===== src/sv/svg_pkg.sv =====
package svg_pkg;

   // Fixed-point format of every value
   localparam int FRAC_BITS = 16;
   localparam int R_BITS    = 30;

   // Lag square root: one result bit per cell
   localparam int SQRT_STEPS = 32;
   // Quotient r = h * 2^R_BITS / range: one quotient bit per cell
   localparam int DIV_STEPS  = 31;

   // Register indexes of the configuration port
   localparam logic [1:0] CSR_NUGGET = 2'd0;
   localparam logic [1:0] CSR_SILL   = 2'd1;
   localparam logic [1:0] CSR_RANGE  = 2'd2;

   // Integer square root for reset values worked out at elaboration
   function automatic longint unsigned isqrt_const(input longint unsigned x);
      longint unsigned op;
      longint unsigned res;
      longint unsigned one;
      op  = x;
      res = 0;
      one = 64'd1 << 62;
      while (one != 0) begin
         if (op >= res + one) begin
            op  = op - (res + one);
            res = (res >> 1) + one;
         end else begin
            res = res >> 1;
         end
         one = one >> 2;
      end
      return res;
   endfunction

   localparam longint unsigned NUGGET_RESET_WIDE =
      (((64'd1 << (FRAC_BITS + 1)) / 5) + 64'd1) >> 1;
   localparam longint unsigned SILL_RESET_WIDE = 64'd1 << FRAC_BITS;
   localparam longint unsigned RANGE_RESET_WIDE =
      (isqrt_const(64'd3 << (2 * FRAC_BITS + 2)) + 64'd1) >> 1;

   localparam logic signed [31:0] NUGGET_RESET = NUGGET_RESET_WIDE[31:0];
   localparam logic signed [31:0] SILL_RESET   = SILL_RESET_WIDE[31:0];
   localparam logic [30:0]        RANGE_RESET  = RANGE_RESET_WIDE[30:0];

   typedef struct packed {
      logic signed [31:0] offset_x;
      logic signed [31:0] offset_y;
   } req_type;

   typedef struct packed {
      logic signed [31:0] semivariance;
      logic signed [31:0] covariance;
      logic               beyond_range;
   } rsp_type;

   // Control that travels with each request down the chain
   typedef struct packed {
      logic valid;
      logic beyond;
   } trail_type;

endpackage


===== src/sv/svg_sqrt_cell.sv =====
module svg_sqrt_cell (
   input  logic             clock,
   input  logic             reset,
   input  logic [4:0]       step,
   input  svg_pkg::trail_type trail_in,
   input  logic [63:0]      op_in,
   input  logic [63:0]      res_in,
   output svg_pkg::trail_type trail_out,
   output logic [63:0]      op_out,
   output logic [63:0]      res_out
);

   svg_pkg::trail_type trail_ff;
   logic [63:0] op_ff, op_in_next;
   logic [63:0] res_ff, res_in_next;
   logic [63:0] one;
   logic [63:0] trial;

   // Try one result bit: the weight falls by four each cell
   assign one   = 64'd1 << (6'd62 - {step, 1'b0});
   assign trial = res_in + one;

   always_comb begin
      if (op_in >= trial) begin
         op_in_next  = op_in - trial;
         res_in_next = (res_in >> 1) + one;
      end else begin
         op_in_next  = op_in;
         res_in_next = res_in >> 1;
      end
   end

   always_ff @(posedge clock) begin
      if (reset) begin
         trail_ff <= '0;
      end else begin
         trail_ff <= trail_in;
      end
      op_ff  <= op_in_next;
      res_ff <= res_in_next;
   end

   assign trail_out = trail_ff;
   assign op_out    = op_ff;
   assign res_out   = res_ff;

endmodule


===== config.mk =====
export PLATFORM = sky130hd
export DESIGN_NAME = svg_sqrt_cell
export DESIGN_NICKNAME = d
export VERILOG_FILES = /design/src/sv/svg_pkg.sv /design/src/sv/svg_sqrt_cell.sv
export SDC_FILE = /design/constraint.sdc
export NUM_CORES = 1
export LEC_CHECK = 0
export BUFFER_PORTS_ARGS = -buffer_cell sky130_fd_sc_hd__buf_2
export CORE_MARGIN = 2
export CORE_UTILIZATION = 30
export CTS_CLUSTER_SIZE = 30
export DETAILED_ROUTE_END_ITERATION = 10
export HOLD_SLACK_MARGIN = 0.1
export PLACE_DENSITY = 0.55
export SETUP_SLACK_MARGIN = 0.05
export SYNTH_ARGS = -nofsm -noshare
export SYNTH_HDL_FRONTEND = slang
export SYNTH_SLANG_ARGS = --single-unit
export TNS_END_PERCENT = 50

===== constraint.sdc =====
create_clock -name clock -period 6.36 [get_ports clock]
set_input_delay 0.636 -clock clock [delete_from_list [all_inputs] [get_ports clock]]
set_output_delay 0.636 -clock clock [all_outputs]
set_load 0.05 [all_outputs]

==> results.txt, run 1 <==
Sequential fraction of the synthesis area = 19.63%
Vias after detailed routing = 14370
CP max FO = 19
Worst slew margin = 34.42%
Leakage Power = 7.098 nW
Crit Path Class = in2reg
Floorplan row count = 77
Final count of negative-setup-slack endpoints = 0
Required time of the worst setup path = 6.71 ns
Fin crit share = 92.18%
Synth area leaders = dfxtp_1, ha_1, nand2_1
Status = finished clean
CTS Root Cell = clkbuf_16
Filler cells = 4777
Hold Slack = 0.3257 ns
Post-CTS setup buffer count = 0
Placed cell area = 15440 sq um
Residual DRC count = 0
PwrDens = 232.1 nW/um^2
Core ar. = 43930 sq um
CTS HTree Levels = 4
FFs w/ async S/R, synth = 0%
Post-synthesis area per instance = 7.289 sq um
Total die area = 45890 sq um
GPL Wtd Cong = 0.9155
Mapped Nets = 2083
GRT Util Overall = 21.74%
Initial Util = 30.18%
Post-Route WL = 50800 um
Fin. Hold Viols = 0
Footprint of the multi-input gates = 10090 sq um
Max Fclk = 170.6 MHz
Drt wl/cell = 18.95 um
Post-synth top area share = 19.63%
Die width = 214.2 um
Iteration-0 DRC Markers = 1187
Area leader, netlist = dfxtp_1
Clock Sinks = 130
Max Root-Sink Buffers = 2
Area grow syn2layout = 21.03%
Worst VDD drop = 0.1249 mV
Ys Warns = 0
Cell area after synthesis = 13260 sq um
Most frequent cells in the layout = buf_2, nand2_1, o21ai_0
Startpoint Class = input port
Hold path depth = 2
CTS Buf Count = 17
Fraction of final layout cells sized beyond drive strength 1 = 19.24%
Syn Inst Count = 1819
Number of antenna violations at the first check in global routing = 6
Grt ovf = 0
Vias per cell = 5.362
Seq. cell area = 2603 sq um
Detailed-placement wirelength estimate = 42210 um
CTS tree = done
Max-slew violations = 0
Vias in the first global route = 13844
I/O Pins = 267
Hold WC Path Type = in2reg
Synth Register Bits = 130
MaxCap Viol Count = 0
Fin nets = 2335
Design area = 16050 sq um
Worst-Margin Slew = 0.9589 ns
Main synth FF type = dfxtp_1
Leading cell type in the layout, fill and taps excluded = buf_2
First-pass GRT wire length = 77980 um
Crit path time final = 5.862 ns
Clk slew on worst S/H paths = 0.05 ns
WP data arrival = 6.21 ns
Worst setup EP type = register
RSZ-0062 raised after global routing = no
Yosys cell types = 82
DRT Pass-1 Iters = 5
Largest net degree at the start of global routing = 35
Die Span Y = 214.2 um
Post-synth EDFFs = 0
Antenna viol nets, final = 0
I/O Buffers = 266
==> synth_stat cells (8+ instances only) <==
| cell type | count |
|---|---|
| o21bai_1 | 30 |
| a21boi_0 | 9 |
| clkbuf_1 | 66 |
| buf_4 | 14 |
| o21a_1 | 12 |
| and2_1 | 22 |
| o31a_1 | 8 |
| a21oi_1 | 106 |
| a31o_2 | 16 |
| nand2_1 | 265 |
| nand2b_1 | 13 |
| xor2_1 | 80 |
| inv_1 | 35 |
| and3_1 | 21 |
| buf_2 | 10 |
| a31oi_1 | 63 |
| nand3_1 | 38 |
| a21o_1 | 64 |
| nor2_1 | 130 |
| nor4_1 | 12 |
| nor3_1 | 34 |
| or3_1 | 13 |
| dfxtp_1 | 130 |
| a41oi_1 | 11 |
| o21ai_0 | 188 |
| o31ai_1 | 15 |
| xnor2_1 | 97 |
| nand4_1 | 48 |
| nor2b_1 | 17 |
| ha_1 | 126 |
==> cell type report <==
type	instances	share of cell area [%]
multi-input combinational	1557	62.87
sequential	130	16.22
timing repair buffer	330	11.76
tap	592	4.616
clock buffer	24	3.189
inverter	35	0.8186
clock inverter	8	0.4678
antenna	4	0.06237
==> stage by stage <==
step,std cells,power [mW],utilization (%),setup slack (ns),TNS [ns]
after global routing,2680,3.933,36.53,0.1555,0
after floorplan,1819,2.226,-,0.7845,0
after detailed placement,2644,2.752,35.14,-0.07618,-0.07618
final,2680,3.724,36.53,0.4976,0
after global placement,2644,2.752,35.14,-0.1304,-0.1520
after CTS,2676,3.770,36.48,0.4485,0
==> power breakdown <==
group	internal, mW	switching, mW	leakage, nW
combinational	0.529	1.22	5.72
sequential	0.957	0.0353	1.10
clock	0.594	0.385	0.280
==> registers in the layout, summed over array words and instances, names as in the netlist <==
signal     cells
op_out        64
res_out       64
trail_out      2
==> timing repair <==
action,4_1_cts,5_1_grt
hold buffers,0,0
endpoints found under the setup margin,0,7
resized for setup,0,2
==> worst max-delay path, cell delays in order <==
cell and delay [ns]:
buf_2 0.13, or2_2 0.40, nor2_1 0.18, ha_1 0.33, nand3_1 0.14, nand2_1 0.08, a31oi_1 0.21, o21ai_0 0.16
a31oi_1 0.28, o21ai_0 0.23, a21o_1 0.24, a31oi_1 0.30, xor2_1 0.36, ha_1 0.32, a21o_1 0.15, a21o_1 0.17
a21oi_1 0.15, nor2_1 0.06, o41ai_1 0.43, o21ai_0 0.25, a41oi_1 0.30, or2_4 0.22, buf_12 0.18, buf_4 0.19
o21ai_0 0.12
==> final timing paths <==
path,startpoint,to
min,reset,trail_out[0]
max,step[0],op_out[44]
==> cells by family after synthesis <==
family / after synthesis / synth area share [%]
flip-flops: 130 / 19.63
AND/OR/NAND/NOR: 642 / 22.45
multiplexers: 3 / 0.2265
buffers and inverters: 132 / 4.435
adder cells (fa/ha/maj): 129 / 12.19
XOR/XNOR: 177 / 11.69
AO/OA/AOI/OAI: 606 / 29.38
==> metal layers <==
layer	track usage (%)	share of wire, %	vias up	routed length [um]
li1	-	-	7175	-
met5	0	0.043	-	22
met2	32.73	43	446	21760
met3	4.369	5.4	65	2735
met1	30.59	49	6680	24970
met4	7.824	2.6	4	1306
No activity file was read; power rests on OpenSTA's default activity.
==> run 2, diff against run 1 <==
--- a/config.mk
+++ b/config.mk
@@ -5,9 +5,10 @@
 export SDC_FILE = /design/constraint.sdc
 export NUM_CORES = 1
 export LEC_CHECK = 0
-export BUFFER_PORTS_ARGS = -buffer_cell sky130_fd_sc_hd__buf_2
+export BUFFER_PORTS_ARGS = -buffer_cell sky130_fd_sc_hd__buf_4
 export CORE_MARGIN = 2
 export CORE_UTILIZATION = 30
+export CTS_CLUSTER_DIAMETER = 100
 export CTS_CLUSTER_SIZE = 30
 export DETAILED_ROUTE_END_ITERATION = 10
 export HOLD_SLACK_MARGIN = 0.1
==> run 2 against run 1 <==
First-iteration DRC count grew 15%. Critical path depth is the same. Die area is the same. Non-clock buffer count shrank 4. Utilization grew 1.4 points. Sequential cell count is the same. Global-route usage grew 0.23 points. Wire length grew 0.51%. Combinational power grew 6%. Count of clock-buffer cells in the layout shrank 3. Sequential power is essentially flat. Largest cell class unchanged. Via count shrank 0.19%.
==> results.txt, run 2 (same netlist as run 1, synthesis figures left out) <==
Final count of negative-setup-slack endpoints = 0
GRT Util Overall = 21.97%
Placed cell area = 16080 sq um
Design area = 16670 sq um
Fin. Hold Viols = 0
Leading cell type in the layout, fill and taps excluded = buf_4
Initial Util = 30.18%
Area grow syn2layout = 25.70%
Status = finished clean
Grt ovf = 0
Max Root-Sink Buffers = 2
PwrDens = 231.2 nW/um^2
Layout Utilization = 37.94%
Post-CTS setup buffer count = 0
Worst Setup SP = step[2]
DRT Pass-1 Iters = 6
Detailed-placement wirelength estimate = 42420 um
Crit path time final = 5.926 ns
Most frequent cells in the layout = buf_4, nand2_1, o21ai_0
Post-Route WL = 51060 um
Residual DRC count = 0
CTS Root Cell = clkbuf_16
Leakage Power = 7.306 nW
RSZ-0062 raised after global routing = no
Die width = 214.2 um
Die Span Y = 214.2 um
Floorplan row count = 77
Hold WC Path Type = in2reg
I/O Pins = 267
CP max FO = 31
Total die area = 45890 sq um
Vias per cell = 5.370
Max-slew violations = 0
I/O Buffers = 266
CTS Buf Count = 17
Startpoint Class = input port
GPL Wtd Cong = 0.9272
Max Fclk = 168.7 MHz
First-pass GRT wire length = 78830 um
Vias in the first global route = 13912
Largest net degree at the start of global routing = 35
Number of antenna violations at the first check in global routing = 3
Crit Path Class = in2reg
Fin nets = 2331
Fin crit share = 93.18%
Worst Hold Launch = reset
Clock Sinks = 130
DP Cell Count = 2640
CTS HTree Levels = 4
Worst setup EP type = register
CTS tree = done
Worst VDD drop = 0.1831 mV
Drt wl/cell = 19.11 um
Antenna viol nets, final = 0
Vias after detailed routing = 14342
Iteration-0 DRC Markers = 1365
MaxCap Viol Count = 0
Required time of the worst setup path = 6.78 ns
Worst slew margin = 32.38%
Worst-Margin Slew = 0.9888 ns
Clk slew on worst S/H paths = 0.06 ns
WP data arrival = 6.35 ns
Fraction of final layout cells sized beyond drive strength 1 = 18.88%
Final Non-Filler Cells = 2671
Core ar. = 43930 sq um
-- run 2: changes by cell type in the layout (fill, tap and decap cells not counted), moves of 2 or more --
| cell | before | now |
|---|---|---|
| buf_2 | 266 | 0 |
| buf_4 | 58 | 320 |
| bufinv_16 | 1 | 3 |
| clkbuf_8 | 6 | 2 |
| clkinvlp_4 | 4 | 0 |
-- run 2: final timing paths --
kind,to,cells past startpoint,slack (ns)
worst min-delay path,trail_out[0],2,0.32
worst max-delay path,res_out[56],25,0.43
-- run 2: area by class of cell --
type / count / area (sq um)
repair buffers: 326 / 2522
diodes: 3 / 7.507
multi-input cells: 1557 / 10090
well taps: 592 / 740.7
clock buffers: 21 / 460.4
clock inverters: 7 / 110.1
fillers: 4694 / 27270
flip-flops and latches: 130 / 2603
inverters: 35 / 131.4
-- run 2: critical path, cell delays in order --
cell	delay, ns
buf_4	0.14
nand3b_1	0.28
nor2_1	0.21
ha_1	0.31
a31oi_1	0.29
o21ai_0	0.15
a21oi_1	0.20
o22ai_1	0.18
nand3_1	0.16
o21ai_0	0.15
a31oi_1	0.24
nor2_1	0.06
o21ai_0	0.25
xor2_1	0.15
ha_1	0.44
nand4_1	0.24
or3_1	0.39
nor3_2	0.27
nand4_1	0.22
o311ai_2	0.18
a211oi_2	0.15
or2_4	0.29
buf_12	0.17
or4_1	0.46
nand3_1	0.09
-- run 2: layer usage --
layer	wire [um]	track usage (%)	vias to the layer above
li1	-	-	7149
met1	24690	30.40	6688
met2	22290	33.70	451
met3	3049	5.035	54
met4	1031	6.968	0
met5	0	0	-
-- run 2: power by group --
| part | switching (mW) | leakage, nW | total, mW | internal, mW |
|---|---|---|---|---|
| Clock | 0.376 | 0.284 | 0.997 | 0.622 |
| Combinational | 1.22 | 5.93 | 1.85 | 0.630 |
| Sequential | 0.0443 | 1.10 | 1.00 | 0.958 |
| Total | 1.64 | 7.31 | 3.85 | 2.21 |
-- run 2: timing repair --
action,CTS,global route
hold buffers,0,0
setup endpoints to repair,0,10
resized for setup,0,2
-- run 2: per-stage QoR --
stage | power (mW) | setup TNS [ns] | setup WS [ns] | hold WS (ns)
after CTS | 3.889 | 0 | 0.4181 | 0.2738
after detailed placement | 2.864 | -0.09557 | -0.08143 | 0.8061
after global placement | 2.861 | -0.7769 | -0.1595 | 0.8001
after global routing | 4.068 | 0 | 0.1279 | 0.2925
after floorplan | 2.226 | 0 | 0.7845 | 0.7076
final | 3.853 | 0 | 0.4340 | 0.3183
==> run 3, diff against run 2 <==
--- a/config.mk
+++ b/config.mk
@@ -13,7 +13,9 @@
 export DETAILED_ROUTE_END_ITERATION = 10
 export HOLD_SLACK_MARGIN = 0.1
 export PLACE_DENSITY = 0.55
+export RECOVER_POWER = 100
 export SETUP_SLACK_MARGIN = 0.05
+export SLEW_MARGIN = 20
 export SYNTH_ARGS = -nofsm -noshare
 export SYNTH_HDL_FRONTEND = slang
 export SYNTH_SLANG_ARGS = --single-unit
==> constraint.sdc (replaced) <==
create_clock -name clock -period 7.6 [get_ports clock]
set_input_delay 0.76 -clock clock [delete_from_list [all_inputs] [get_ports clock]]
set_output_delay 0.76 -clock clock [all_outputs]
set_load 0.05 [all_outputs]
==> run 3 against run 2 <==
Sequential power fell by 16%. Clock power fell by 10%. First-iteration DRC count fell by 16%. Wire length fell by 0.54%. Critical path type unchanged. Largest cell class unchanged. Largest power group unchanged. Highest routed layer is now met5.
==> results.txt, run 3 (same netlist as run 1, synthesis figures left out) <==
Crit. path cell count = 24
Status = finished clean
Setup tns final = 0 ns
Vias after detailed routing = 14037
Number of antenna violations at the first check in global routing = 1
Die Span Y = 214.2 um
Layout Utilization = 35.76%
CTS HTree Levels = 4
Max-slew violations = 0
First-pass GRT wire length = 78030 um
Crit path time final = 6.759 ns
Iteration-0 DRC Markers = 1145
Worst path top cell family by delay = simple AND/OR/NAND/NOR gates
Vias per cell = 5.368
Setup ws final = 0.8413 ns
Total power = 3.119 mW
GRT Util Overall = 21.71%
CP bufs+invs = 1
Required time of the worst setup path = 7.95 ns
Clock Sinks = 130
Total die area = 45890 sq um
Leakage Power = 6.536 nW
Most frequent cells in the layout = nand2_1, o21ai_0, clkbuf_1
ANT cells = 0
Post-Route WL = 50780 um
Post-cts hold buffer count = 0
Grt ovf = 0
Post-CTS setup buffer count = 0
Startpoint Class = input port
Clk slew on worst S/H paths = 0.06 ns
Final count of negative-setup-slack endpoints = 0
Worst-Margin Slew = 0.9743 ns
RSZ-0062 raised after global routing = no
Antenna viol nets, final = 0
Max Fclk = 148.0 MHz
Floorplan row count = 77
Initial Util = 30.18%
Drt wl/cell = 19.42 um
Fin crit share = 88.93%
Hold WC Path Type = in2reg
Core ar. = 43930 sq um
Detailed-placement wirelength estimate = 41980 um
Fin. Hold Viols = 0
Hold path depth = 2
I/O Buffers = 266
Crit Path Class = in2reg
Worst slew margin = 33.37%
Max stage delay on crit path = 0.71 ns
CP max FO = 27
Area grow syn2layout = 18.50%
Fraction of final layout cells sized beyond drive strength 1 = 9.936%
Crit path max-delay cell type = nor2_4
GPL Wtd Cong = 0.9206
Pre-CTS WS = 0.4630 ns
CTS Root Cell = clkbuf_16
Residual DRC count = 0
PwrDens = 198.5 nW/um^2
WP data arrival = 7.11 ns
Vias in the first global route = 13472
Crit-path cells = clkbuf_1 > nand2b_1 > nor2_1 > ha_1 > nand4_1 > nor4_1 > nand2_1 > o22ai_1 > nand3_1 > o21ai_0 > a31oi_1 > nor2_1 > o21ai_0 > xor2_1 > ha_1 > nand4_1 > or3_1 > nor3_1 > nand4_1 > o311ai_2 > a211oi_1 > nor2_4 > o21ai_0 > xnor2_1
CTS Buf Count = 17
Fin nets = 2275
Largest net degree at the start of global routing = 117
I/O Pins = 267
CTS tree = done
Leading cell type in the layout, fill and taps excluded = nand2_1
Worst setup EP type = register
Hold Slack = 0.4621 ns
# resized after CTS = 0
MaxCap Viol Count = 0
DRT Pass-1 Iters = 6
Max Root-Sink Buffers = 2
Worst VDD drop = 0.1208 mV
Die width = 214.2 um
run 3: cell count changes in the layout (fill, tap and decap cells not counted), sizes merged:
| cell | change |
|---|---|
| clkinv | -1 |
| buf | -191 |
| diode | -3 |
| bufinv | +1 |
| clkbuf | +135 |
| clkinvlp | +3 |
run 3: where the power goes:
part | internal [mW] | leakage (nW) | switching [mW] | total, mW
Combinational | 0.373 | 5.15 | 1.01 | 1.38
Clock | 0.561 | 0.295 | 0.336 | 0.897
Sequential | 0.801 | 1.10 | 0.0365 | 0.837
run 3: area by class of cell:
cell class | instances | area, sq um
Timing Repair Buffer | 270 | 1553
Tap cell | 592 | 740.7
Inverter | 35 | 131.4
Clock buffer | 21 | 460.4
Multi-Input combinational cell | 1557 | 10070
Fill cell | 4856 | 28220
Sequential cell | 130 | 2603
Clock inverter | 10 | 157.7
run 3: worst paths after layout:
kind | to | from
hold / removal | trail_out[1] | reset
setup / recovery | res_out[47] | step[0]
run 3: metal layers:
| layer | part of all wire, % | global-route usage, % |
|---|---|---|
| met1 | 49 | 30.79 |
| met2 | 44 | 33.60 |
| met3 | 5.1 | 3.674 |
| met4 | 2.0 | 6.296 |
| met5 | 0.026 | 0 |
run 3: per-stage QoR:
step           instance area [sq um]  cells
4_1_cts                        16220   2615
3_3_place_gp                   15610   2584
6_report                       15710   2615
3_5_place_dp                   15610   2584
5_1_grt                        15710   2615
2_1_floorplan                  13260   1819
