### src/sv/svg_pkg.sv
package svg_pkg;

   // Fixed-point format of every value
   localparam int FRAC_BITS = 16;
   localparam int R_BITS    = 30;

   // Lag square root: one result bit per cell
   localparam int SQRT_STEPS = 32;
   // Quotient r = h * 2^R_BITS / range: one quotient bit per cell
   localparam int DIV_STEPS  = 31;

   // Register indexes of the configuration port
   localparam logic [1:0] CSR_NUGGET = 2'd0;
   localparam logic [1:0] CSR_SILL   = 2'd1;
   localparam logic [1:0] CSR_RANGE  = 2'd2;

   // Integer square root for reset values worked out at elaboration
   function automatic longint unsigned isqrt_const(input longint unsigned x);
      longint unsigned op;
      longint unsigned res;
      longint unsigned one;
      op  = x;
      res = 0;
      one = 64'd1 << 62;
      while (one != 0) begin
         if (op >= res + one) begin
            op  = op - (res + one);
            res = (res >> 1) + one;
         end else begin
            res = res >> 1;
         end
         one = one >> 2;
      end
      return res;
   endfunction

   localparam longint unsigned NUGGET_RESET_WIDE =
      (((64'd1 << (FRAC_BITS + 1)) / 5) + 64'd1) >> 1;
   localparam longint unsigned SILL_RESET_WIDE = 64'd1 << FRAC_BITS;
   localparam longint unsigned RANGE_RESET_WIDE =
      (isqrt_const(64'd3 << (2 * FRAC_BITS + 2)) + 64'd1) >> 1;

   localparam logic signed [31:0] NUGGET_RESET = NUGGET_RESET_WIDE[31:0];
   localparam logic signed [31:0] SILL_RESET   = SILL_RESET_WIDE[31:0];
   localparam logic [30:0]        RANGE_RESET  = RANGE_RESET_WIDE[30:0];

   typedef struct packed {
      logic signed [31:0] offset_x;
      logic signed [31:0] offset_y;
   } req_type;

   typedef struct packed {
      logic signed [31:0] semivariance;
      logic signed [31:0] covariance;
      logic               beyond_range;
   } rsp_type;

   // Control that travels with each request down the chain
   typedef struct packed {
      logic valid;
      logic beyond;
   } trail_type;

endpackage

### src/sv/svg_div_cell.sv
module svg_div_cell (
   input  logic             clock,
   input  logic             reset,
   input  logic [30:0]      range_length,
   input  svg_pkg::trail_type trail_in,
   input  logic [30:0]      rem_in,
   input  logic [30:0]      low_in,
   input  logic [30:0]      quo_in,
   output svg_pkg::trail_type trail_out,
   output logic [30:0]      rem_out,
   output logic [30:0]      low_out,
   output logic [30:0]      quo_out
);

   svg_pkg::trail_type trail_ff;
   logic [30:0] rem_ff, low_ff, quo_ff;
   logic [31:0] shifted;
   logic [31:0] diff;
   logic        fits;

   // Bring down the next dividend bit and subtract the range if it fits
   assign shifted = {rem_in, low_in[30]};
   assign diff    = shifted - {1'b0, range_length};
   assign fits    = shifted >= {1'b0, range_length};

   always_ff @(posedge clock) begin
      if (reset) begin
         trail_ff <= '0;
      end else begin
         trail_ff <= trail_in;
      end
      rem_ff <= fits ? diff[30:0] : shifted[30:0];
      low_ff <= {low_in[29:0], 1'b0};
      quo_ff <= {quo_in[29:0], fits};
   end

   assign trail_out = trail_ff;
   assign rem_out   = rem_ff;
   assign low_out   = low_ff;
   assign quo_out   = quo_ff;

endmodule

### config.mk
export PLATFORM = sky130hd
export DESIGN_NAME = svg_div_cell
export DESIGN_NICKNAME = d
export VERILOG_FILES = /design/src/sv/svg_pkg.sv /design/src/sv/svg_div_cell.sv
export SDC_FILE = /design/constraint.sdc
export NUM_CORES = 1
export LEC_CHECK = 0
export BUFFER_PORTS_ARGS = -buffer_cell sky130_fd_sc_hd__buf_2
export CAP_MARGIN = 25
export CORE_MARGIN = 8
export CORE_UTILIZATION = 45
export DETAILED_ROUTE_END_ITERATION = 6
export GPL_ROUTABILITY_DRIVEN = 0
export HOLD_SLACK_MARGIN = 0.05
export PLACE_DENSITY = 0.8
export SLEW_MARGIN = 20
export SYNTH_ARGS = -nofsm -noshare
export SYNTH_HDL_FRONTEND = slang
export SYNTH_SLANG_ARGS = --single-unit
export TNS_END_PERCENT = 30
### constraint.sdc
create_clock -name clock -period 3.15 [get_ports clock]
set_input_delay 0.1575 -clock clock [delete_from_list [all_inputs] [get_ports clock]]
set_output_delay 0.1575 -clock clock [all_outputs]
set_load 0.02 [all_outputs]
==> results of run 1 <==
[worst max-delay path, stage by stage]
cell,delay (ns)
dlygate4sd3_1,0.51
buf_2,0.11
inv_1,0.04
ha_1,0.20
fa_1,0.42
nor2b_1,0.15
o21ai_1,0.09
a21oi_1,0.30
o21ai_2,0.12
nand3_1,0.18
o211a_4,0.28
nor2_8,0.09
inv_8,0.20
mux2_2,0.37
[Yosys cell counts, drive strengths merged, types with 2 or more instances]
library cell / count / area, sq um
nand4: 5 / 31.3
o21bai: 3 / 22.5
a211oi: 5 / 42.5
a21o: 10 / 75.1
a21boi: 3 / 22.5
inv: 41 / 156
o31ai: 5 / 37.5
nand3: 11 / 55.1
a2111oi: 3 / 32.5
o2bb2ai: 2 / 17.5
mux2: 21 / 297
nor4: 3 / 18.8
o211a: 2 / 27.5
a21oi: 27 / 143
nand2: 27 / 109
o21a: 10 / 75.1
nor2: 14 / 68.8
nor2b: 4 / 25.0
xor2: 12 / 105
buf: 4 / 45.0
or3: 2 / 17.5
and3: 4 / 25.0
xnor2: 11 / 96.3
a31oi: 4 / 25.0
and2: 2 / 12.5
o21ai: 24 / 124
dfxtp: 94 / 1880
ha: 31 / 388
nor3: 6 / 30.0
a311oi: 4 / 35.0
[state kept, by name (all words and copies together) (netlist names)]
signal	flops
trail_out	2
rem_out	31
low_out	30
quo_out	31
[cell usage in the layout (no fill, tap or decap), types with 3 or more instances in the layout]
cell type      count
buf_4              4
a211oi_1           4
xor2_1            12
o31ai_1            5
a31oi_1            4
a21boi_0           3
nor3_1             6
nand2_1           26
o21a_1            10
o21ai_0           20
inv_8              3
nor2_1            13
o21ai_1            3
dlygate4sd3_1     87
mux2_4            16
ha_1              31
nor2b_1            4
a21oi_1           25
nor4_1             3
clkbuf_8          10
mux2_2             5
dfxtp_1           94
nand3_1           11
and3_1             4
a21o_1            10
nand4_1            5
a311oi_1           4
buf_2            220
o21bai_1           3
xnor2_1           11
inv_1             40
[where the power goes]
part	internal, uW	total, uW	switching [uW]	leakage [uW]
sequential	1320	1350	34.8	0.000793
combinational	453	994	541	0.00240
clock	331	812	481	0.0000997
[what timing repair did]
item,in CTS,in global routing
setup endpoints to repair,0,24
endpoints found under the hold margin,86,0
gates resized for setup,0,2
hold buffers,87,0
[how the worst max path moves through the flow]
stage,start,slack (ns),endpoint
6_report,low_in[30],0.18,rem_out[4]
3_3_place_gp,low_in[30],0.27,rem_out[3]
4_1_cts,low_in[30],0.05,rem_out[4]
3_5_place_dp,low_in[30],0.18,rem_out[4]
2_1_floorplan,low_in[30],0.75,rem_out[10]
5_1_grt,low_in[30],0.008,rem_out[4]
[through the flow]
| step | total power, uW | cell area (sq um) | instances |
|---|---|---|---|
| 2_1_floorplan | 1960 | 4160 | 407 |
| 3_3_place_gp | 2250 | 5380 | 738 |
| 3_5_place_dp | 2270 | 5380 | 738 |
| 4_1_cts | 3170 | 6450 | 841 |
| 5_1_grt | 3300 | 6460 | 842 |
| 6_report | 3160 | 6460 | 842 |
[kinds of logic after synthesis]
logic type               count (synthesis)
multiplexers                            21
adder cells (fa/ha/maj)                 32
other                                    1
buffers and inverters                   45
AND/OR/NAND/NOR                         82
flip-flops                              94
AO/OA/AOI/OAI                          109
XOR/XNOR                                23
[routing by layer]
metal | vias to the layer above | global-route usage (%) | share of wire [%]
li1 | 2073 | - | -
met1 | 1952 | 24.0 | 37
met2 | 203 | 45.4 | 52
met3 | 24 | 7.89 | 8.4
met4 | 0 | 7.64 | 1.8
met5 | - | 0 | 0
[final cells by class]
| type | count | share of cell area, % |
|---|---|---|
| clock buffer | 10 | 2.13 |
| timing repair buffer | 311 | 31.0 |
| tap | 111 | 2.15 |
| inverter | 41 | 2.50 |
| antenna | 1 | 0.0387 |
| clock inverter | 6 | 0.988 |
| multi-input combinational | 268 | 32.1 |
| sequential | 94 | 29.1 |
==> flow_metrics.py, run 1 <==
metrics = {
    "floorplan": {
        "core_area_sq_mm": 0.00911,
        "die_w_um": 112,
        "die_height_um": 112,
        "dieArea_sq_mm": 0.0126,
        "ios": 223,
        "rows": 35,
        "initial_core_util_pct": 45.6,
    },
    "grt": {
        "grt_overflow": 0,
        "grtUsageTotal_pct": 23.9,
        "grt_pass1_vias": 4597,
        "antenna_found_initial": 1,
        "grt_pass1_wl_mm": 24.1,
        "grt_max_degree": 24,
    },
    "synth": {
        "synth_simple_gate_area_share_pct": 10.2,
        "synth_seq_area_share_pct": 45.3,
        "postSynthAreaPerCell_sq_um": 10.2,
        "synth-compound-area-share_pct": 17.8,
        "synth.distinct_cells": 56,
        "async_flop_share_pct": 0,
        "synth_xor_area_share_pct": 4.85,
        "synth_top_family_by_area": "compound AO/OA/AOI/OAI gates",
        "synth_mux_area_share_pct": 7.13,
        "synthFlopType": "dfxtp_1",
        "synth_cells": 407,
        "synth_area_sq_mm": 0.00416,
        "synth-seq-cells": 94,
        "synth_adder_area_share_pct": 9.81,
        "ys_warn_count": 0,
        "syn_nets": 567,
        "synth-edff-count": 0,
    },
    "hold_path": {
        "hold_start": "rem_in[23]",
        "hold_depth": 3,
        "min_to": "rem_out[24]",
        "min_path_type": "primary input to flop",
    },
    "sta": {
        "tightest_slew_ns": 0.595,
        "rsz0062_at_grt": "false",
        "fin_hold_ws_ns": 0.0611,
        "setup_slack_ns": 0.179,
        "setup_violations": 0,
        "fin_crit_ns": 2.97,
        "finalCritPeriodShare_pct": 94.3,
        "max_freq_mhz": 337,
        "setup_tns_ns": 0,
        "final_hold_viol_count": 0,
        "finalMaxSlewViolations": 0,
        "relSlewSlack_pct": 60.1,
    },
    "finish": {
        "final_util_pct": 70.9,
        "syn2layout_area_growth_pct": 55.4,
        "seqCellArea_sq_mm": 0.00188,
        "drive_above_1_share_pct": 37.4,
        "multi_input_area_sq_mm": 0.00207,
        "nNetsFinal": 885,
        "n_fill_cell": 653,
    },
    "detailed_routing": {
        "vias_per_cell": 5.05,
        "vias": 4252,
        "dr.pass1.iters": 4,
        "drt_iter0_markers": 276,
        "drcViolationCount": 0,
        "wire_per_inst_um": 18.2,
        "ant_nets": 0,
        "routed_wl_mm": 15.3,
    },
    "power_and_ir_drop": {
        "p_per_area_mw_per_mm2": 489,
        "ir_drop_v": 0.000210,
        "leakage_uw": 0.00330,
    },
    "clocking": {
        "clockBufferDepth": 2,
        "cts_tree": "done",
        "post_cts_buffers": 0,
        "clk_pin_slew_ns": 0.10,
        "clkSinkCount": 94,
        "h-tree-depth": 3,
        "cts_buffers": 9,
        "ctsRootBufferMaster": "clkbuf_8",
    },
    "placed_design": {
        "numPortBuffers": 220,
        "post-dp-hpwl_mm": 10.5,
        "dp_slack_ns": 0.179,
    },
    "critical_path": {
        "path_max_fanout": 23,
        "critPathLaunchType": "primary input",
        "cp-end-kind": "flop",
        "path_class": "primary input to flop",
        "required_ns": 3.42,
        "cp.arrival_ns": 3.24,
    },
    "run_status": {
        "outcome": "finished clean",
    },
    "flow_run": {
        "maxCapViolations": 0,
    },
}
Power figures use the tool's default switching activity.
==> inputs of run 2 (changes only) <==
==> constraint.sdc (replaced) <==
create_clock -name clock -period 3.15 [get_ports clock]
set_input_delay 0.4725 -clock clock [delete_from_list [all_inputs] [get_ports clock]]
set_output_delay 0.4725 -clock clock [all_outputs]
set_load 0.02 [all_outputs]
==> flow_metrics.py, run 2 (synthesis gave the netlist of run 1 again) <==
metrics = {
    "floorplan": {
        "initial_core_util_pct": 45.6,
        "die_height_um": 112,
        "ios": 223,
        "core_area_sq_mm": 0.00911,
        "rows": 35,
        "die_w_um": 112,
        "dieArea_sq_mm": 0.0126,
    },
    "grt": {
        "grt_pass1_vias": 4029,
        "antenna_found_initial": 0,
        "grtUsageTotal_pct": 19.6,
        "grt_pass1_wl_mm": 20.1,
        "grt_max_degree": 23,
        "grt_overflow": 0,
    },
    "clocking": {
        "ctsRootBufferMaster": "clkbuf_8",
        "clockBufferDepth": 2,
        "post_cts_buffers": 0,
        "cts_buffers": 9,
        "hold_buffers": 0,
        "clk_pin_slew_ns": 0.11,
        "ctsResizeCount": 0,
        "cts_tree": "done",
        "h-tree-depth": 3,
        "clkSinkCount": 94,
    },
    "sta": {
        "finalCritPeriodShare_pct": 85.4,
        "final_hold_viol_count": 0,
        "rsz0062_at_grt": "false",
        "finalMaxSlewViolations": 0,
        "tightest_slew_ns": 0.542,
        "fin_crit_ns": 2.69,
        "setup_violations": 0,
        "setup_tns_ns": 0,
        "max_freq_mhz": 372,
        "relSlewSlack_pct": 63.7,
    },
    "detailed_routing": {
        "dr.pass1.iters": 6,
        "wire_per_inst_um": 17.0,
        "drt_iter0_markers": 195,
        "vias_per_cell": 5.13,
        "routed_wl_mm": 12.9,
        "drcViolationCount": 0,
        "vias": 3898,
        "ant_nets": 0,
    },
    "run_status": {
        "outcome": "finished clean",
    },
    "finish": {
        "seqCellArea_sq_mm": 0.00188,
        "instances_no_fill": 760,
        "syn2layout_area_growth_pct": 35.4,
        "layout_common_cells": "buf_2, dfxtp_1, inv_1",
        "final_util_pct": 61.8,
        "drive_above_1_share_pct": 43.0,
        "n_antenna_cell": 0,
        "n_fill_cell": 751,
        "final_common_cell": "buf_2",
        "multi_input_area_sq_mm": 0.00207,
        "nNetsFinal": 804,
    },
    "placed_design": {
        "place_inst": 744,
        "numPortBuffers": 220,
        "post-dp-hpwl_mm": 10.7,
    },
    "critical_path": {
        "path_max_fanout": 22,
        "critPathLaunchType": "primary input",
        "path_depth": 13,
        "slowest_stage": "fa_1",
        "cp-end-kind": "flop",
        "path_class": "primary input to flop",
        "required_ns": 3.42,
        "crit_buf_inv": 3,
        "crit_chain": "buf_2, inv_1, ha_1, fa_1, nor2b_1, o21ai_1, a21oi_1, o21ai_2, nand3_1, o211a_4, nor2_8, inv_4, mux2_2",
        "cp.arrival_ns": 2.96,
        "timing.critical_path.max_delay_family": "compound AO/OA/AOI/OAI gates",
        "max_stage_delay_ns": 0.42,
    },
    "power_and_ir_drop": {
        "intPower_uw": 2040,
        "ir_drop_v": 0.000229,
        "seqPwrFrac_pct": 43.9,
        "power_switching_uw": 1030,
        "leakage_uw": 0.00296,
        "clockPowerShare_pct": 26.5,
        "p_sw_share_pct": 33.5,
        "combPwrFrac_pct": 29.6,
        "p_per_area_mw_per_mm2": 545,
    },
    "hold_path": {
        "hold_depth": 1,
        "min_path_type": "primary input to flop",
    },
    "flow_run": {
        "maxCapViolations": 0,
    },
}
[run 2: metal layers]
layer / global-route usage [%] / wire, um / vias up
met1: 19.9 / 4950 / 1762
li1: - / - / 1910
met5: 0 / 0 / -
met3: 8.32 / 1290 / 20
met2: 36.4 / 6530 / 206
met4: 4.50 / 157 / 0
[run 2: final timing paths]
path,from,endpoint
setup / recovery,low_in[30],rem_out[3]
hold / removal,low_in[24],low_out[25]
[run 2: through the flow]
stage	total power (uW)	area, sq um	hold WS (ns)	setup WS (ns)
detailed placement	2280	5430	0.576	0.0572
global route	3220	5630	0.169	0.319
global placement	2260	5430	0.575	0.138
floorplan	1960	4160	0.500	0.438
finish	3060	5630	0.194	0.460
CTS	3090	5630	0.180	0.453
[run 2: layout make-up]
type                    count  share of cell area [%]
flip-flops and latches     94                    33.4
inverters                  41                    2.78
clock inverters             6                    1.13
repair buffers            230                    20.9
clock buffers              10                    2.45
well taps                 111                    2.47
multi-input cells         268                    36.8
[run 2: power by group through the flow]
stage	clock [uW]	sequential [uW]	combinational, uW
floorplan	0	1540	422
finish	812	1340	908
global placement	0	1370	889
CTS	833	1350	911
detailed placement	0	1370	906
global route	885	1360	977
==> inputs of run 3 (changes only) <==
Settings changed: CORE_ASPECT_RATIO from default to 1.25.
==> flow_metrics.py, run 3 (synthesis gave the netlist of run 1 again) <==
metrics = {
    "detailed_routing": {
        "vias": 3895,
        "ant_nets": 0,
        "vias_per_cell": 5.03,
        "wire_per_inst_um": 16.5,
        "dr.pass1.iters": 4,
        "drcViolationCount": 0,
        "routed_wl_mm": 12.8,
        "drt_iter0_markers": 110,
    },
    "placed_design": {
        "post-dp-hpwl_mm": 10.8,
        "numPortBuffers": 220,
        "placed_area_sq_mm": 0.00546,
    },
    "clocking": {
        "clockBufferDepth": 2,
        "post_cts_buffers": 0,
        "ctsRootBufferMaster": "clkbuf_16",
        "clk_pin_slew_ns": 0.07,
        "cts_tree": "done",
        "ctsResizeCount": 0,
        "h-tree-depth": 3,
        "clkSinkCount": 94,
        "hold_buffers": 0,
        "cts_buffers": 9,
    },
    "power_and_ir_drop": {
        "ir_drop_v": 0.000270,
        "total_power_uw": 3280,
        "leakage_uw": 0.00300,
        "p_per_area_mw_per_mm2": 571,
    },
    "finish": {
        "layout_common_cells": "buf_2, dfxtp_1, inv_1",
        "n_antenna_cell": 0,
        "seqCellArea_sq_mm": 0.00188,
        "syn2layout_area_growth_pct": 38.1,
        "drive_above_1_share_pct": 43.0,
        "n_fill_cell": 776,
        "multi_input_area_sq_mm": 0.00207,
        "nNetsFinal": 806,
        "design_area_sq_mm": 0.00574,
        "final_common_cell": "buf_2",
    },
    "sta": {
        "max_freq_mhz": 357,
        "fin_crit_ns": 2.80,
        "final_hold_viol_count": 0,
        "finalCritPeriodShare_pct": 89.0,
        "rsz0062_at_grt": "false",
        "finalMaxSlewViolations": 0,
        "tightest_slew_ns": 0.507,
        "relSlewSlack_pct": 66.0,
        "setup_violations": 0,
    },
    "grt": {
        "grt_pass1_vias": 3952,
        "antenna_found_initial": 0,
        "grt_overflow": 0,
        "grt_max_degree": 26,
        "grt_pass1_wl_mm": 19.2,
        "grtUsageTotal_pct": 19.3,
    },
    "floorplan": {
        "die_w_um": 102,
        "initial_core_util_pct": 45.8,
        "ios": 223,
        "core_area_sq_mm": 0.00908,
        "dieArea_sq_mm": 0.0126,
        "rows": 39,
        "die_height_um": 123,
    },
    "critical_path": {
        "required_ns": 3.38,
        "cp-end-kind": "flop",
        "cp.arrival_ns": 3.03,
        "critPathLaunchType": "primary input",
        "path_max_fanout": 25,
        "path_class": "primary input to flop",
    },
    "hold_path": {
        "hold_start": "quo_in[2]",
        "hold_depth": 1,
        "min_path_type": "primary input to flop",
        "min_to": "quo_out[3]",
    },
    "run_status": {
        "outcome": "finished clean",
    },
    "flow_run": {
        "maxCapViolations": 0,
    },
}
-- run 3: cell types whose count changed in the layout (fill, tap and decap cells not counted), sizes merged --
| cell | delta |
|---|---|
| buf | +2 |
| clkinvlp | +1 |
| clkinv | -1 |
-- run 3: final cells by class --
cell class / count / share of cell area [%]
sequential: 94 / 32.8
clock inverter: 6 / 0.959
clock buffer: 10 / 3.99
tap: 123 / 2.68
timing repair buffer: 232 / 20.7
multi-input combinational: 268 / 36.1
inverter: 41 / 2.72
-- run 3: where the power goes --
| group | internal (uW) | switching [uW] | leakage, uW | total (uW) |
|---|---|---|---|---|
| clock | 551 | 473 | 0.000133 | 1020 |
| sequential | 1320 | 30.1 | 0.000793 | 1350 |
| combinational | 391 | 514 | 0.00208 | 905 |
-- run 3: how the worst max path moves through the flow --
| stage | endpoint | cells past startpoint | startpoint | slack [ns] |
|---|---|---|---|---|
| 6_report | rem_out[3] | 13 | low_in[30] | 0.35 |
| 3_3_place_gp | rem_out[4] | 13 | low_in[30] | 0.08 |
| 4_1_cts | rem_out[6] | 13 | low_in[30] | 0.36 |
| 5_1_grt | rem_out[3] | 13 | low_in[30] | 0.26 |
| 3_5_place_dp | rem_out[6] | 13 | low_in[30] | -0.00009 |
| 2_1_floorplan | rem_out[10] | 13 | low_in[30] | 0.44 |
-- run 3: through the flow --
stage | TNS [ns] | setup slack [ns] | utilization [%] | std cells | hold WS [ns]
floorplan | 0 | 0.438 | - | 407 | 0.500
global placement | 0 | 0.0806 | 60.1 | 758 | 0.575
detailed placement | -0.0000913 | -0.0000913 | 60.1 | 758 | 0.576
CTS | 0 | 0.356 | 63.2 | 774 | 0.228
global route | 0 | 0.262 | 63.2 | 774 | 0.220
finish | 0 | 0.346 | 63.2 | 774 | 0.239
-- run 3: worst max-delay path, cell delays in order --
cell,delay [ns]
buf_2,0.09
inv_1,0.04
ha_1,0.20
fa_1,0.42
nor2b_1,0.16
o21ai_1,0.10
a21oi_1,0.25
o21ai_2,0.12
nand3_1,0.13
o211a_4,0.25
nor2_8,0.09
inv_4,0.33
mux2_2,0.38
-- run 3: metal layers --
metal / GRT usage (%) / wire length [um]
met1: 19.9 / 4620
met2: 35.7 / 6630
met3: 6.54 / 1370
met4: 6.16 / 149
met5: 0 / 0
